File: config.mk
export PLATFORM = sky130hd
export DESIGN_NAME = sch_xsq
export DESIGN_NICKNAME = d
export VERILOG_FILES = /design/src/rtl/core/sch_pkg.sv /design/src/rtl/core/sch_xsq.sv
export SDC_FILE = /design/constraint.sdc
export NUM_CORES = 2
export LEC_CHECK = 0
export BUFFER_PORTS_ARGS = -buffer_cell sky130_fd_sc_hd__buf_2
export CORE_ASPECT_RATIO = 0.75
export CORE_MARGIN = 8
export CORE_UTILIZATION = 25
export CTS_CLUSTER_DIAMETER = 50
export DETAILED_ROUTE_END_ITERATION = 6
export GPL_TIMING_DRIVEN = 0
export MAX_ROUTING_LAYER = met4
export PLACE_DENSITY_LB_ADDON = 0.25
export SYNTH_ARGS = -nofsm -noshare
export SYNTH_HDL_FRONTEND = slang
export SYNTH_SLANG_ARGS = --single-unit
File: constraint.sdc
create_clock -name clock -period 23.2 [get_ports clock]
set_input_delay 2.32 -clock clock [delete_from_list [all_inputs] [get_ports clock]]
set_output_delay 2.32 -clock clock [all_outputs]
set_load 0.005 [all_outputs]
File: src/rtl/core/sch_pkg.sv
// Package for the sphere/capsule hit test.
// Holds the coordinate width and every datapath width derived from it.
// No dependencies.
package sch_pkg;

   localparam int CW    = 24;               // coordinate width, 8 fraction bits
   localparam int RW    = 22;               // radius width
   localparam int DW    = CW + 1;           // coordinate difference
   localparam int PW    = 2 * DW;           // product of two differences
   localparam int SW    = PW + 2;           // sum of three products, cross term
   localparam int LW    = 2 * CW + 2;       // squared segment length, unsigned
   localparam int RSW   = RW + 1;           // summed radii
   localparam int XW    = 2 * CW + 2;       // magnitude of a cross component
   localparam int XLO   = XW / 2;
   localparam int XHI   = XW - XLO;
   localparam int SQW   = 2 * XW;           // square of a cross component
   localparam int LHSW  = SQW + 2;          // squared cross product length
   localparam int LLO   = LW / 2;
   localparam int LHI   = LW - LLO;
   localparam int RLW   = LW + RSW;         // R * L
   localparam int RLC   = (RLW + 2) / 3;    // chunk of R * L
   localparam int RHSW  = RLW + RSW;        // R * R * L

endpackage

File: src/rtl/core/sch_xsq.sv
// Two-stage unsigned squarer for one cross-product component.
// The operand is split in halves so each multiplier stays narrow.
// Depends on sch_pkg.
module sch_xsq
   import sch_pkg::*;
(
   input  logic           clock,
   input  logic           en,
   input  logic [XW-1:0]  x,
   output logic [SQW-1:0] sq
);

   logic [XHI-1:0]       xh;
   logic [XLO-1:0]       xl;
   logic [2*XHI-1:0]     hh_ff, hh_in;
   logic [XHI+XLO-1:0]   hl_ff, hl_in;
   logic [2*XLO-1:0]     ll_ff, ll_in;
   logic [SQW-1:0]       sq_ff, sq_in;

   assign xh    = x[XW-1:XLO];
   assign xl    = x[XLO-1:0];
   assign hh_in = (2*XHI)'(xh) * (2*XHI)'(xh);
   assign hl_in = (XHI+XLO)'(xh) * (XHI+XLO)'(xl);
   assign ll_in = (2*XLO)'(xl) * (2*XLO)'(xl);

   // x^2 = hh * 2^(2*lo) + 2 * hl * 2^lo + ll
   assign sq_in = (SQW'(hh_ff) << (2 * XLO)) + (SQW'(hl_ff) << (XLO + 1)) + SQW'(ll_ff);

   always_ff @(posedge clock) begin
      if (en) begin
         hh_ff <= hh_in;
         hl_ff <= hl_in;
         ll_ff <= ll_in;
         sq_ff <= sq_in;
      end
   end

   assign sq = sq_ff;

endmodule

==> results.md <==
| Group | Parameter | Value |
| --- | --- | --- |
| placed design | Buffers added on ports | 139 |
| timing | Highest attainable clock frequency | 79.8 MHz |
| layout | Syn-to-layout area delta | 10.3% |
| worst setup path | Slowest CP cell | clkbuf_1 |
| synthesis | Synthesized area per cell | 9.41 um2 |
| clocking | Number of buffers created by CTS | 46 |
| worst setup path | Startpoint of the worst setup timing path | x[40] |
| detailed routing | Met1 wire length | 125 mm |
| global route | GR Overflow Total | 0 |
| global route | GRT Total Usage | 18.9% |
| floorplan | Width of the die | 613 um |
| synthesis | Count of mapped cells out of synthesis | 7,111 |
| synthesis | Synthesized flop and latch total | 247 |
| floorplan | Initial standard-cell utilization of the core | 25.1% |
| detailed routing | Length of the first detailed-routing pass in iterations | 5 |
| clocking | Deepest level of the CTS H-tree | 2 |
| synthesis | Yosys warnings | 0 |
| worst setup path | Data required time of the critical path | 23.57 ns |
| worst setup path | Worst r2r dst | sq[94]$_DFFE_PP_ |
| timing | Share of the clock period used by the worst path after layout | 54.0% |
| floorplan | Area of the core | 0.266 mm2 |
| synthesis | Leading cell types by total area after synthesis | fa_1 44%, ha_1 11%, edfxtp_1 11% |
| worst setup path | Reg2Reg Setup Slack | 18.27 ns |
| min path | Worst hold path class | reg2reg |
| synthesis | Largest area contributor in the netlist | fa_1 |
| clocking | Clock insertion delay at the later pin of the skew report | 0.65 ns |
| timing | Count of pins over their slew limit | 128 |
| outcome | Status | finished with violations |
| detailed routing | Average detailed-routed wire length per instance | 24.0 um |
| worst setup path | Worst flop-to-flop path startpoint | ll_ff[26]$_DFFE_PP_ |
| clocking | Clock Tree Buf Depth | 3 |
| outcome | Failing checks | max-capacitance violations, max-slew violations |
| worst setup path | Peak fanout along the critical path | 10 |
| worst setup path | Crit-path max cell delay | 1.18 ns |
| floorplan | Total number of placement rows | 164 |
| global route | Number of antenna violations at the first check in global routing | 68 |
| synthesis | Sequential share of the synthesized area | 11.1% |
| clocking | CTS tree | done |
| global route | Wire length of the first global-routing pass | 377 mm |
| detailed routing | WL met2 | 104 mm |
| clocking | TritonCTS sink count | 247 |
| placed design | Final HPWL DP | 217 mm |
| detailed routing | Post-route DRC violation count | 0 |
| clocking | Clk slew on worst S/H paths | 0.05 ns |
| timing | Final critical-path required period | 12.54 ns |
| clocking | Setup fix buffers added after clock tree synthesis | 0 |
| clocking | Cells resized by post-CTS repair | 0 |
| worst setup path | Critical path destination | hh_ff[47]$_DFFE_PP_ |
| worst setup path | Data arrival time of the critical path | 12.91 ns |
| detailed routing | Via count | 49,200 |
| layout | Share of final-layout standard cells stronger than drive strength 1 | 3.84% |
| synthesis | Post-Synthesis Cell Area | 0.0669 mm2 |
| floorplan | Die Y | 464 um |
| detailed routing | Via-per-instance ratio | 4.50 |
| synthesis | Number of distinct library cell variants in the gate-level netlist after synthesis | 86 |
| timing | Slew of the pin with the lowest slew margin | 1.55 ns |
| global route | Number of global-route vias before repair | 52,100 |
| worst setup path | Critical Path Sink Type | flop |
| synthesis | Dominant register cell in the synthesized netlist | edfxtp_1 |
| synthesis | Post-synth ARST share | 0% |
| worst setup path | Startpoint kind of the worst setup timing path | input port |
| detailed routing | Wire length after detailed routing | 263 mm |
| timing | Number of hold violations in the final report | 0 |
| clocking | Clock root cell | clkbuf_16 |
| synthesis | Share of the synthesized area in the top cell type | 43.7% |
| timing | Final total negative setup slack | 0 ns |
| floorplan | Full die area | 0.285 mm2 |
| timing | Worst hold margin | 0.416 ns |
| floorplan | IO Count | 152 |
| placed design | Routability-driven placement congestion ratio | 0.957 |
| placed design | Cell area after placement | 0.0722 mm2 |
| timing | Unrepaired setup endpoints after global routing | no |
| worst setup path | Count of cells along the worst register-to-register path | 13 |
| layout | Cell area after layout | 0.0738 mm2 |
| global route | Pin count of the biggest net entering global routing | 109 |
| detailed routing | Number of DRC markers after the initial detailed-route iteration | 4,328 |
| synthesis | Nets in the synthesized netlist | 9,225 |
| timing | Final setup violation count | 0 |
| timing | Clock Skew | 0.0297 ns |
| run | Max Cap Viol | 18 |
| worst setup path | Critical path class | in2reg |
| timing | Normalized max-slew margin | -3.05% |
| clocking | Cts-stage hold buffer count | 0 |
| layout | Number of nets in the finished design | 9,416 |
| synthesis | Post-synth EDFFs | 247 |
| detailed routing | Highest signal layer in the routed design | met4 |
| detailed routing | Count of nets left with antenna violations after detail routing | 0 |
| detailed routing | Detailed-routed wire length on met3 | 27.0 mm |
[layer usage]
layer	track usage [%]	vias up
met1	27.4	25300
met2	25.5	2097
met5	-	-
li1	-	21500
met4	4.93	0
met3	5.29	278
[critical path, delay by kind of cell]
kind | cells | cell delay [ns]
buffers and inverters | 10 | 2.85
adder cells (fa/ha/maj) | 8 | 3.96
AND/OR/NAND/NOR | 2 | 0.42
XOR/XNOR | 1 | 0.21
AO/OA/AOI/OAI | 8 | 3.10
[logic make-up (layout without fill, tap and decap cells)]
logic type / Yosys count / count (layout) / share of synthesized area (%)
mux: 7 / 7 / 0.108
flops: 247 / 247 / 11.1
compound gates: 599 / 599 / 5.82
fa+ha+maj: 2062 / 2062 / 54.9
other cells: 1 / 38 / 0.00560
xor+xnor: 225 / 225 / 2.95
buf+inv: 2236 / 2464 / 12.6
simple gates: 1734 / 1734 / 12.5
[cell type report]
class | count | area (um2)
antenna | 37 | 92.6
fill | 28800 | 193000
sequential | 247 | 7420
inverter | 1940 | 7280
tap | 3569 | 4470
multi-input combinational | 4628 | 51100
clock buffer | 47 | 1150
buffer | 296 | 1150
timing repair buffer | 143 | 800
clock inverter | 38 | 343
[placed cells by master (no fill, tap or decap), types with 12 or more instances in the layout]
cell,instances
inv_1,1929
xnor2_1,147
nand2b_1,28
nand4_1,35
and3_1,24
a21oi_1,199
ha_1,602
buf_2,143
clkbuf_2,12
nand2_1,757
fa_1,1460
clkinv_1,16
clkbuf_16,46
o21ai_0,96
and2_1,501
edfxtp_1,247
o21a_1,25
nor3_1,18
nand3_1,54
nor2b_1,45
o21bai_1,19
a31oi_1,26
diode_2,37
clkbuf_1,272
a21o_1,116
nor2_1,215
xor2_1,78
a211oi_1,21
[Yosys cell counts, types with 11 or more instances]
cell type  instances
and2_1           501
nor3_1            18
ha_1             602
o21ai_0           97
a211oi_1          21
xor2_1            78
a31oi_1           26
nor2_1           215
nand2_1          757
edfxtp_1         247
nand2b_1          28
o21bai_1          19
inv_1           1929
clkbuf_1         283
nor2b_1           45
xnor2_1          147
a21o_1           116
o21a_1            25
nand4_1           35
or3_1             11
a21oi_1          199
nor4_1            11
nand3_1           54
and3_1            24
fa_1            1460
[metrics by stage]
step / util [%] / worst slack [ns] / cells
2_1_floorplan: - / 13.85 / 7111
3_3_place_gp: 27.1 / 9.90 / 10800
3_5_place_dp: 27.1 / 10.29 / 10800
4_1_cts: 27.7 / 10.99 / 10900
5_1_grt: 27.7 / 10.34 / 10900
6_report: 27.7 / 10.66 / 10900
[sequential cells by signal (all words and copies together), names as in the netlist]
register,cells
sq,99
hl_ff,50
hh_ff,49
ll_ff,49
[worst min-delay path by stage]
stage / startpoint / endpoint / cells after the start / slack (ns)
2_1_floorplan: ll_ff[0]$_DFFE_PP_ / sq[0]$_DFFE_PP_ / 0 / 0.40
3_3_place_gp: ll_ff[0]$_DFFE_PP_ / sq[0]$_DFFE_PP_ / 0 / 0.41
3_5_place_dp: ll_ff[24]$_DFFE_PP_ / sq[24]$_DFFE_PP_ / 0 / 0.41
4_1_cts: ll_ff[24]$_DFFE_PP_ / sq[24]$_DFFE_PP_ / 0 / 0.42
5_1_grt: ll_ff[24]$_DFFE_PP_ / sq[24]$_DFFE_PP_ / 0 / 0.42
6_report: ll_ff[24]$_DFFE_PP_ / sq[24]$_DFFE_PP_ / 0 / 0.42
Power is left out: the tool's default activity adds up to more than one toggle a clock period on the data nets, which glitch-free logic cannot reach.
